==> src/hw/rtl/csel_pkg.sv <==
// Shared types and constants for the kinematic cut and top-n selector.
// No dependencies; imported by every module of the block.
package csel_pkg;

    localparam int MAX_ITEMS = 32;
    localparam int EMIT_CAP  = 32;
    localparam int POS_W     = $clog2(MAX_ITEMS + 1);
    localparam int PT_W      = 20;
    localparam int ETA_W     = 16;
    localparam int IDX_W     = 5;
    localparam int CNT_W     = 6;
    localparam int CFG_IDX_W = 3;
    localparam int CFG_DAT_W = 20;

    typedef enum logic [CFG_IDX_W-1:0] {
        REG_MIN_PT      = 3'd0,
        REG_MAX_ABS_ETA = 3'd1,
        REG_MIN_AMOUNT  = 3'd2,
        REG_TRUNCATE_AT = 3'd3,
        REG_SORT_BY_PT  = 3'd4
    } t_reg_idx;

    typedef enum logic [1:0] {
        KIND_FLAG  = 2'd0,
        KIND_COUNT = 2'd1,
        KIND_KEPT  = 2'd2
    } t_kind;

    typedef struct packed {
        logic [PT_W-1:0]         pt;
        logic signed [ETA_W-1:0] eta;
        logic                    last_in_event;
    } t_in_word;

    typedef struct packed {
        logic [1:0]              kind;
        logic [IDX_W-1:0]        index;
        logic                    selected;
        logic [PT_W-1:0]         out_pt;
        logic signed [ETA_W-1:0] out_eta;
        logic [CNT_W-1:0]        count;
        logic                    overflow;
        logic                    last_result;
    } t_out_word;

    typedef struct packed {
        logic                    valid;
        logic [PT_W-1:0]         pt;
        logic signed [ETA_W-1:0] eta;
        logic [IDX_W-1:0]        idx;
    } t_entry;

    typedef struct packed {
        logic ins;
        logic shift;
        logic flush;
        logic sort;
    } t_cell_ctl;

    function automatic logic [IDX_W-1:0] pos_to_idx(input logic [POS_W-1:0] pos);
        logic [31:0] wide;
        wide = 32'(pos);
        return wide[IDX_W-1:0];
    endfunction

endpackage

==> src/hw/rtl/csel_cell.sv <==
// One slot of the sorted insertion chain: holds a candidate, inserts or shifts.
// Depends on csel_pkg.
module csel_cell
    import csel_pkg::*;
(
    input  logic      i_clk,
    input  logic      i_rst_n,
    input  t_cell_ctl i_ctl,
    input  t_entry    i_new,
    input  t_entry    i_left,
    input  logic      i_left_beat,
    input  t_entry    i_right,
    output t_entry    o_ent,
    output logic      o_beat
);

    t_entry r_ent;
    t_entry n_ent;

    // new word belongs at or above this slot
    assign o_beat = !r_ent.valid || (i_ctl.sort && (r_ent.pt < i_new.pt));
    assign o_ent  = r_ent;

    always_comb begin
        n_ent = r_ent;
        if (i_ctl.flush) begin
            n_ent.valid = 1'b0;
        end else if (i_ctl.ins && o_beat) begin
            n_ent = i_left_beat ? i_left : i_new;
        end else if (i_ctl.shift) begin
            n_ent = i_right;
        end
    end

    always_ff @(posedge i_clk) begin
        if (!i_rst_n) begin
            r_ent.valid <= 1'b0;
        end else begin
            r_ent.valid <= n_ent.valid;
        end
        r_ent.pt  <= n_ent.pt;
        r_ent.eta <= n_ent.eta;
        r_ent.idx <= n_ent.idx;
    end

endmodule

==> src/hw/rtl/csel_chain.sv <==
// Row of MAX_ITEMS insertion cells; head of the row drains toward the output.
// Depends on csel_pkg and csel_cell.
module csel_chain
    import csel_pkg::*;
(
    input  logic      i_clk,
    input  logic      i_rst_n,
    input  t_cell_ctl i_ctl,
    input  t_entry    i_new,
    output t_entry    o_head
);

    t_entry               w_ent [MAX_ITEMS];
    logic [MAX_ITEMS-1:0] w_beat;
    t_entry               w_empty;

    assign w_empty = '0;
    assign o_head  = w_ent[0];

    for (genvar g = 0; g < MAX_ITEMS; g++) begin : g_cell
        t_entry w_left;
        t_entry w_right;
        logic   w_left_beat;

        if (g == 0) begin : g_first
            assign w_left      = w_empty;
            assign w_left_beat = 1'b0;
        end else begin : g_mid
            assign w_left      = w_ent[g-1];
            assign w_left_beat = w_beat[g-1];
        end

        if (g == MAX_ITEMS - 1) begin : g_last
            assign w_right = w_empty;
        end else begin : g_inner
            assign w_right = w_ent[g+1];
        end

        csel_cell u_cell (
            .i_clk       (i_clk),
            .i_rst_n     (i_rst_n),
            .i_ctl       (i_ctl),
            .i_new       (i_new),
            .i_left      (w_left),
            .i_left_beat (w_left_beat),
            .i_right     (w_right),
            .o_ent       (w_ent[g]),
            .o_beat      (w_beat[g])
        );
    end

endmodule

==> src/hw/rtl/cut_select_top_n_by_pt.sv <==
// Top level of the kinematic cut and top-n selector: config, control, output.
// Depends on csel_pkg and csel_chain.
//
//  port group   | dir | handshake                  | word
//  -------------+-----+----------------------------+-----------
//  candidate    | in  | i_start && !o_busy         | t_in_word
//  result       | out | o_res_valid strobe, 1 cycle| t_out_word
//  config write | in  | i_cfg_valid && o_cfg_ready | index, data
//
// A candidate is accepted whenever o_busy is low; its flag word appears the cycle after.
// An event's last candidate then holds o_busy high while ST_CNT forms the count
// word and ST_DRAIN shifts each kept word out of the chain.
// Synchronous active-low reset empties the chain and restores register defaults.
// Results cannot be stalled; o_cfg_ready is always high.
module cut_select_top_n_by_pt
    import csel_pkg::*;
(
    input  logic                 i_clk,
    input  logic                 i_rst_n,
    input  logic                 i_start,
    output logic                 o_busy,
    input  t_in_word             i_in,
    output logic                 o_res_valid,
    output t_out_word            o_res,
    input  logic                 i_cfg_valid,
    output logic                 o_cfg_ready,
    input  logic [CFG_IDX_W-1:0] i_cfg_index,
    input  logic [CFG_DAT_W-1:0] i_cfg_data
);

    typedef enum logic [2:0] {
        ST_RUN   = 3'b001,
        ST_CNT   = 3'b010,
        ST_DRAIN = 3'b100
    } t_state;

    t_state            r_state, n_state;
    logic [PT_W-1:0]   r_min_pt;
    logic [14:0]       r_max_eta;
    logic [CNT_W-1:0]  r_min_amt;
    logic [6:0]        r_trunc;
    logic              r_sort;
    logic [POS_W-1:0]  r_pos, n_pos;
    logic [POS_W-1:0]  r_cnt, n_cnt;
    logic [CNT_W-1:0]  r_left, n_left;
    logic              r_res_v, n_res_v;
    t_out_word         r_res, n_res;

    logic              w_accept;
    logic              w_ovf;
    logic              w_pass;
    logic [ETA_W:0]    w_eta_x;
    logic [ETA_W:0]    w_aeta;
    logic [6:0]        w_cnt7;
    logic [6:0]        w_keep7;
    logic [CNT_W-1:0]  w_keep;
    t_cell_ctl         w_ctl;
    t_entry            w_new;
    t_entry            w_head;

    assign o_busy      = (r_state != ST_RUN);
    assign o_cfg_ready = 1'b1;
    assign o_res_valid = r_res_v;
    assign o_res       = r_res;

    assign w_accept = i_start && !o_busy;
    assign w_ovf    = (r_pos == POS_W'(MAX_ITEMS));
    assign w_eta_x  = {i_in.eta[ETA_W-1], i_in.eta};
    assign w_aeta   = i_in.eta[ETA_W-1] ? (~w_eta_x + 1'b1) : w_eta_x;
    assign w_pass   = !w_ovf && (i_in.pt >= r_min_pt)
                      && (w_aeta <= {2'b00, r_max_eta});

    always_comb begin
        w_cnt7  = 7'(r_cnt);
        w_keep7 = (w_cnt7 < 7'(r_min_amt)) ? 7'd0 : w_cnt7;
        if (r_sort && !r_trunc[6] && (r_trunc < w_keep7)) begin
            w_keep7 = r_trunc;
        end
        if (w_keep7 > 7'(EMIT_CAP)) begin
            w_keep7 = 7'(EMIT_CAP);
        end
        w_keep = w_keep7[CNT_W-1:0];
    end

    assign w_new.valid = 1'b1;
    assign w_new.pt    = i_in.pt;
    assign w_new.eta   = i_in.eta;
    assign w_new.idx   = pos_to_idx(r_pos);

    always_comb begin
        n_state = r_state;
        n_pos   = r_pos;
        n_cnt   = r_cnt;
        n_left  = r_left;
        n_res_v = 1'b0;
        n_res   = r_res;
        w_ctl   = '0;
        w_ctl.sort = r_sort;
        case (r_state)
            ST_RUN: begin
                if (w_accept) begin
                    w_ctl.ins           = w_pass;
                    n_res_v             = 1'b1;
                    n_res               = '0;
                    n_res.kind          = KIND_FLAG;
                    n_res.index         = pos_to_idx(r_pos);
                    n_res.selected      = w_pass;
                    n_res.overflow      = w_ovf;
                    if (!w_ovf) begin
                        n_pos = r_pos + 1'b1;
                    end
                    if (w_pass) begin
                        n_cnt = r_cnt + 1'b1;
                    end
                    if (i_in.last_in_event) begin
                        n_state = ST_CNT;
                    end
                end
            end
            ST_CNT: begin
                n_res_v           = 1'b1;
                n_res             = '0;
                n_res.kind        = KIND_COUNT;
                n_res.count       = CNT_W'(r_cnt);
                n_res.last_result = (w_keep == '0);
                n_left            = w_keep;
                n_pos             = '0;
                n_cnt             = '0;
                if (w_keep == '0) begin
                    w_ctl.flush = 1'b1;
                    n_state     = ST_RUN;
                end else begin
                    n_state = ST_DRAIN;
                end
            end
            ST_DRAIN: begin
                w_ctl.shift       = 1'b1;
                n_res_v           = 1'b1;
                n_res             = '0;
                n_res.kind        = KIND_KEPT;
                n_res.index       = w_head.idx;
                n_res.selected    = 1'b1;
                n_res.out_pt      = w_head.pt;
                n_res.out_eta     = w_head.eta;
                n_res.last_result = (r_left == CNT_W'(1));
                n_left            = r_left - 1'b1;
                if (r_left == CNT_W'(1)) begin
                    w_ctl.flush = 1'b1;
                    n_state     = ST_RUN;
                end
            end
            default: begin
                n_state = ST_RUN;
            end
        endcase
    end

    csel_chain u_chain (
        .i_clk   (i_clk),
        .i_rst_n (i_rst_n),
        .i_ctl   (w_ctl),
        .i_new   (w_new),
        .o_head  (w_head)
    );

    always_ff @(posedge i_clk) begin
        if (!i_rst_n) begin
            r_state   <= ST_RUN;
            r_pos     <= '0;
            r_cnt     <= '0;
            r_left    <= '0;
            r_res_v   <= 1'b0;
            r_min_pt  <= '0;
            r_max_eta <= 15'h7FFF;
            r_min_amt <= '0;
            r_trunc   <= 7'h7F;
            r_sort    <= 1'b1;
        end else begin
            r_state <= n_state;
            r_pos   <= n_pos;
            r_cnt   <= n_cnt;
            r_left  <= n_left;
            r_res_v <= n_res_v;
            if (i_cfg_valid && o_cfg_ready) begin
                case (i_cfg_index)
                    REG_MIN_PT:      r_min_pt  <= i_cfg_data[PT_W-1:0];
                    REG_MAX_ABS_ETA: r_max_eta <= i_cfg_data[14:0];
                    REG_MIN_AMOUNT:  r_min_amt <= i_cfg_data[CNT_W-1:0];
                    REG_TRUNCATE_AT: r_trunc   <= i_cfg_data[6:0];
                    REG_SORT_BY_PT:  r_sort    <= i_cfg_data[0];
                    default: begin
                    end
                endcase
            end
        end
        r_res <= n_res;
    end

    a_drain_left: assert property (@(posedge i_clk) disable iff (!i_rst_n)
        r_state == ST_DRAIN |-> r_left != '0)
        else $error("drain with nothing left");

    a_cnt_le_pos: assert property (@(posedge i_clk) disable iff (!i_rst_n)
        r_cnt <= r_pos)
        else $error("pass count above position");

    a_last_to_cnt: assert property (@(posedge i_clk) disable iff (!i_rst_n)
        w_accept && i_in.last_in_event |=> r_state == ST_CNT)
        else $error("last candidate did not start count");

    a_kept_valid: assert property (@(posedge i_clk) disable iff (!i_rst_n)
        r_state == ST_DRAIN |-> w_head.valid)
        else $error("draining an empty slot");

endmodule
==> config.mk <==
export PLATFORM = sky130hd
export DESIGN_NAME = cut_select_top_n_by_pt
export DESIGN_NICKNAME = d
export VERILOG_FILES = /design/src/hw/rtl/csel_pkg.sv /design/src/hw/rtl/csel_cell.sv /design/src/hw/rtl/csel_chain.sv /design/src/hw/rtl/cut_select_top_n_by_pt.sv
export SDC_FILE = /design/constraint.sdc
export NUM_CORES = 2
export LEC_CHECK = 0
export BUFFER_PORTS_ARGS = -buffer_cell sky130_fd_sc_hd__buf_4
export CORE_ASPECT_RATIO = 1.25
export CORE_UTILIZATION = 53
export CTS_CLUSTER_DIAMETER = 120
export CTS_CLUSTER_SIZE = 24
export DETAILED_ROUTE_END_ITERATION = 8
export GPL_TIMING_DRIVEN = 1
export PLACE_DENSITY = 0.72
export SYNTH_ARGS = -nofsm -noshare
export SYNTH_HDL_FRONTEND = slang
export SYNTH_SLANG_ARGS = --single-unit
==> constraint.sdc <==
create_clock -name i_clk -period 7 [get_ports i_clk]
set_input_delay 0.7 -clock i_clk [delete_from_list [all_inputs] [get_ports i_clk]]
set_output_delay 0.7 -clock i_clk [all_outputs]
set_load 0.02 [all_outputs]
==> Word level (Yosys, flattened, before mapping) <==
Index checks and enable logic that the tools add are counted.
{ "op_classes": {"n_addsub": 4, "magnitude_cmp": 37, "eq_ne": 15, "n_mux": 121, "bitwise": 3, "n_reduce_logical": 216} }
{ "ops": {"columns": ["operator", "count"], "rows": [
  ["42-bit 2-to-1 mux", 95],
  ["20-bit less-than comparator", 32],
  ["52-bit case mux with 3 select lines", 1],
  ["2-bit AND reduction", 38],
  ["1-bit logical AND", 69],
  ["2-bit nonzero test", 34],
  ["52-bit 2-to-1 mux", 1],
  ["6-bit 2-to-1 mux", 6],
  ["6-bit case mux with 2 select lines", 3],
  ["1-bit logical NOT", 35],
  ["1-bit logical OR", 32],
  ["20-bit greater-or-equal comparator", 1],
  ["17-bit by 1-bit adder with 17-bit output, second input constant", 1],
  ["17-bit by 15-bit <= comparator with 1-bit output", 1],
  ["17-bit 2-to-1 mux", 1],
  ["17-bit NOT", 1],
  ["6-bit by 1-bit adder with 6-bit output, second input constant", 2],
  ["3-bit 2-to-1 mux", 4],
  ["2-bit != test, second input constant", 5],
  ["3-bit by 2-bit == test with 1-bit output, second input constant", 3],
  ["3-bit case mux with 3 select lines", 1],
  ["3-bit AND reduction", 3],
  ["7-bit by 6-bit greater-than comparator with 1-bit output, second input constant", 1],
  ["7-bit by 6-bit less-than comparator with 1-bit output", 1],
  ["other kinds (15)", 25]
]} }
{ "word_totals": {"register_bits": 1467, "input_bits": 64, "output_inout_bits": 55, "word_cells": 542} }

==> Depth between registers and ports, before layout <==
{ "logic_depth": {"depth_word": 12, "ltp_mapped": 19, "ltp_nobuf": 15} }

==> Modules after synthesis <==
A second synthesis with hierarchy kept.
{ "hier_totals": {"hier_cells": 8056, "area_unflattened_um2": 99771.9} }
{ "by_module_without_submodules": {"columns": ["module", "instances", "cells_each", "area_per_inst_um2"], "rows": [
  ["csel_cell (u_chain.g_cell[0].u_cell ...)", 27, 230, 2917.8],
  ["csel_cell (u_chain.g_cell[5].u_cell ...)", 5, 233, 2919.0],
  ["cut_select_top_n_by_pt", 1, 680, 6392.4],
  ["csel_chain", 1, 1, 3.8]
]} }

==> Worst setup path after synthesis <==
Ideal clock, no wire load.
{ "synth_timing": {"path_kind": "in2reg", "from": "input i_in[4] (netlist bit)", "to": "register u_chain.g_cell[10].u_cell.r_ent, in the netlist u_chain.g_cell[10].u_cell.o_ent[0], enable pin", "setup_time_ps": 453, "arrival_time_ps": 6271, "slack_ps": 276, "stages": 15, "path_cell_list": "buf_2 or4_4 or4b_4 o41ai_1 xnor2_1 ha_1 nand4_1 or3_1 a21oi_1 and4bb_4 buf_2 nand2_1 buf_4 buf_4 a21oi_1"} }
{ "synth_via": {"elab_chain_cells": 10} }
{ "synth_lines": {"columns": ["item", "line", "text"], "rows": [
  ["start, declared", "cut_select_top_n_by_pt.sv:22", "input t_in_word i_in,"],
  ["17-bit NOT", "cut_select_top_n_by_pt.sv:69", "assign w_aeta = i_in.eta[ETA_W-1] ? (~w_eta_x + 1'b1) : w_eta_x;"],
  ["17-bit by 1-bit adder with 17-bit output", "cut_select_top_n_by_pt.sv:69", null],
  ["17-bit 2-to-1 mux (*)", "cut_select_top_n_by_pt.sv:69", null],
  ["17-bit by 15-bit <= comparator with 1-bit output (*)", "cut_select_top_n_by_pt.sv:71", "&& (w_aeta <= {2'b00, r_max_eta});"],
  ["1-bit logical AND (*)", "cut_select_top_n_by_pt.sv:71", null],
  ["1-bit 2-to-1 mux (*)", "cut_select_top_n_by_pt.sv:101", "if (w_accept) begin"],
  ["1-bit 2-to-1 mux (*)", "cut_select_top_n_by_pt.sv:99", "case (r_state)"],
  ["1-bit logical AND (*)", "csel_cell.sv:28", "end else if (i_ctl.ins && o_beat) begin"],
  ["2-bit nonzero test (no source line) (*)", null, null],
  ["2-bit AND reduction (no source line) (*)", null, null],
  ["end, declared", "csel_cell.sv:17", "t_entry r_ent;"]
]} }
Mark *: on every way between the ends. The rest lies on a longest branch, timed or not.
A chain may end at the register's enable or synchronous reset.

==> Worst setup path after layout <==
{ "layout_timing": {"from": "input i_in[4] (netlist bit)", "to": "register u_chain.g_cell[6].u_cell.r_ent, in the netlist u_chain.g_cell[6].u_cell.o_ent[19], data pin"} }
{ "layout_via": {"elab_chain_cells": 9} }
{ "layout_lines": {"columns": ["item", "line"], "rows": [
  ["17-bit NOT", "cut_select_top_n_by_pt.sv:69"],
  ["17-bit by 1-bit adder with 17-bit output", "cut_select_top_n_by_pt.sv:69"],
  ["17-bit 2-to-1 mux (*)", "cut_select_top_n_by_pt.sv:69"],
  ["17-bit by 15-bit <= comparator with 1-bit output (*)", "cut_select_top_n_by_pt.sv:71"],
  ["1-bit logical AND (*)", "cut_select_top_n_by_pt.sv:71"],
  ["1-bit 2-to-1 mux (*)", "cut_select_top_n_by_pt.sv:101"],
  ["1-bit 2-to-1 mux (*)", "cut_select_top_n_by_pt.sv:99"],
  ["1-bit logical AND (*)", "csel_cell.sv:28"],
  ["42-bit 2-to-1 mux (*)", "csel_cell.sv:28"],
  ["end, declared", "csel_cell.sv:17"]
]} }
Marks and branches as above.

==> results by group <==
Synthesis
  – Ranking of synthesized cells by area: edfxtp_1 (47%), mux2i_1 (12%), ha_1 (9.5%), o21ai_0 (5.3%), a21oi_1 (5.2%)
  – Yosys warns: 0
  – Primary FF master, synth: edfxtp_1
  – Ys async rst share: 0%
  – Post-synth EDFFs: 1364
  – Post-Syn Area: 87200 sq um
  – Unique masters post-synth: 76
  – Share of the synthesized area in the top cell type: 46.9%
  – Syn_nets: 9130
  – Avg Cell Area, Syn: 10.4 sq um
  – #FFs+latches synth: 1467
  – Cell accounting for the most synthesized area: edfxtp_1
  – Sequential share of the synthesized area: 49.3%
  – Cells after synthesis: 8407

Worst setup path
  – Worst r2r src: r_pos[0]
  – Critical Path Start Type: primary input
  – Setup CP Type: primary input to register
  – Setup crit end kind: register
  – Critical Path Start: i_in[4]
  – Crit-path max FO: 83
  – R2R depth: 12
  – Worst EP arrival: 5.66 ns
  – CP required: 7.44 ns

Clocking
  – # resized after CTS: 0
  – Clock transition at path regs: 0.10 ns
  – Setup bufs post-CTS: 0
  – CTS Root Cell: clkbuf_16
  – Clock buffer count from CTS: 71
  – Hold-fix buffers at CTS: 0
  – Worst skew pair latency: 0.75 ns
  – CTS tree: done
  – CTS sink cnt: 1467
  – CTS max path bufs: 3
  – H-Tree Level Count: 3

Power and ir drop
  – Pleak: 41.9 nW
  – Pwr Density: 226 nW/um^2
  – Maximum VDD drop: 0.228 mV
  – Total Power: 0.0209 W

Detailed routing
  – DR vias/cell: 6.53
  – Final wirelength: 271 mm
  – Final ANT Viol Nets: 0
  – Initial drt markers: 6915
  – DR WL/cell: 26.2 um
  – Routed via count: 67.7k
  – DRC violations left: 0
  – DR pass1 iterations: 6

Die
  – Io pins: 119
  – Die W: 365 um
  – Row cnt: 166
  – Core ar.: 164000 sq um
  – Die area: 166000 sq um
  – Effective utilization at floorplan: 53.3%
  – Die Y: 456 um

Cells and area
  – Layout cells sized above 1: 6.82%
  – Final instance area: 92500 sq um
  – Commonest non-fill, non-tap cell in the layout: edfxtp_1
  – Antenna Cells: 0
  – Filler cells: 14.1k
  – Area grow syn2layout: 5.98%
  – Most frequent cells in the layout: edfxtp_1 (1364), mux2i_1 (1064), nand2_1 (954)
  – Layout Cells excl Fill: 10.4k
  – Nets@finish: 8870

STA
  – Layout Skew: 0.0323 ns
  – Minimum clock period: 5.22 ns
  – Fmax: 192 MHz
  – # setup viols final: 0
  – Worst slew margin: 19.0%
  – RSZ-0062 raised after global routing: no
  – Final Hold Fails: 0
  – Slew @ Worst Pin: 1.21 ns
  – Slew Viols, Final: 0
  – Post-Route Setup TNS: 0 ns
  – Period utilisation layout: 74.6%

Placement
  – Placed Instances: 10.3k
  – Placed Area: 90400 sq um
  – Port bufs: 117
  – Post-DP HPWL: 188 mm
  – RD Place Congestion: 0.923

Hold path
  – Worst hold path depth: 3
  – Min-delay src: i_cfg_data[18]
  – Worst Hold Class: primary input to register

Global routing
  – GR Overflow Total: 0
  – All-Layer GR Usage: 32.1%
  – Pin count of the biggest net entering global routing: 85
  – Global-route wire length before repair: 409 mm
  – Initial antenna violation count: 9
  – Vias in the first global route: 67.8k

Flow run
  – Maxcap violations: 0

Run status
  – Status: complete, no violations
[report_power, final]
part           switching [W]  leakage (nW)  internal [W]
Sequential          0.000764          13.6        0.0109
Clock                0.00297         0.977       0.00200
Combinational        0.00277          27.3       0.00145
Total                0.00651          41.9        0.0143
[through the flow]
stage,util [%],hold slack (ns),setup slack (ns)
after floorplan,-,0.443,0.276
after global placement,55.3,0.453,1.22
after detailed placement,55.3,0.460,1.15
after CTS,56.5,0.180,1.91
after global routing,56.5,0.219,1.54
final,56.5,0.211,1.78
[sequential cells by signal, summed over array words and instances (netlist names), 7 cells and up]
register and cells:
u_chain.g_cell.u_cell.o_ent 1344, o_res 52, r_min_pt 20, r_max_eta 15, r_trunc 7
[Yosys cell counts (all sizes together), types with 20 or more instances]
library cell,count
ha,659
o21ai,925
clkbuf,439
clkinv,23
dfxtp,103
a21boi,22
nand2b,20
a21o,158
a21oi,912
mux2,42
nand2,974
inv,99
mux2i,1064
o211ai,35
edfxtp,1364
nor2,793
nand4,55
a31oi,39
nand3b,23
nand3,79
buf,199
a22oi,24
and3,68
nor2b,45
[critical path: stages]
cell      delay, ns
buf_4          0.25
or4_4          0.61
or4b_4         0.55
o41ai_1        0.32
xnor2_1        0.13
ha_1           0.35
nand4_1        0.15
or3_1          0.39
a21oi_1        0.31
and4bb_4       0.61
buf_4          0.31
nand2_2        0.10
buf_4          0.44
nand2_1        0.21
o21ai_0        0.13
[kinds of logic (layout without fill, tap and decap cells)]
| logic type | count (synthesis) | in the layout | synth area share, % |
|---|---|---|---|
| xor+xnor | 23 | 23 | 0.231 |
| flops | 1467 | 1467 | 49.3 |
| simple gates | 2139 | 2139 | 10.3 |
| mux | 1106 | 1106 | 12.7 |
| compound gates | 2252 | 2252 | 14.2 |
| buf+inv | 760 | 536 | 3.77 |
| fa+ha+maj | 659 | 659 | 9.45 |
| other cells | 1 | 1 | 0.00430 |
[layer usage]
metal	global-route usage (%)	wire (um)
met5	0	29
met4	16.6	14900
met3	4.42	21000
met2	54.3	132000
met1	40.0	103000
[final timing paths]
kind         slack, ns                                  to
max               1.78  u_chain.g_cell[6].u_cell.o_ent[19]
min               0.21                        r_min_pt[18]
max reg2reg       1.82  u_chain.g_cell[6].u_cell.o_ent[19]
min reg2reg       0.47                         r_min_pt[6]
[area by class of cell]
type | count | area, sq um | area share (%)
inverter | 122 | 458 | 0.495
timing repair buffer | 305 | 2460 | 2.67
sequential | 1467 | 43000 | 46.5
clock buffer | 103 | 1940 | 2.10
clock inverter | 6 | 85.1 | 0.0920
tap | 2184 | 2730 | 2.96
multi-input combinational | 6180 | 41800 | 45.2
Note: power is estimated with default switching activity, not from simulation.
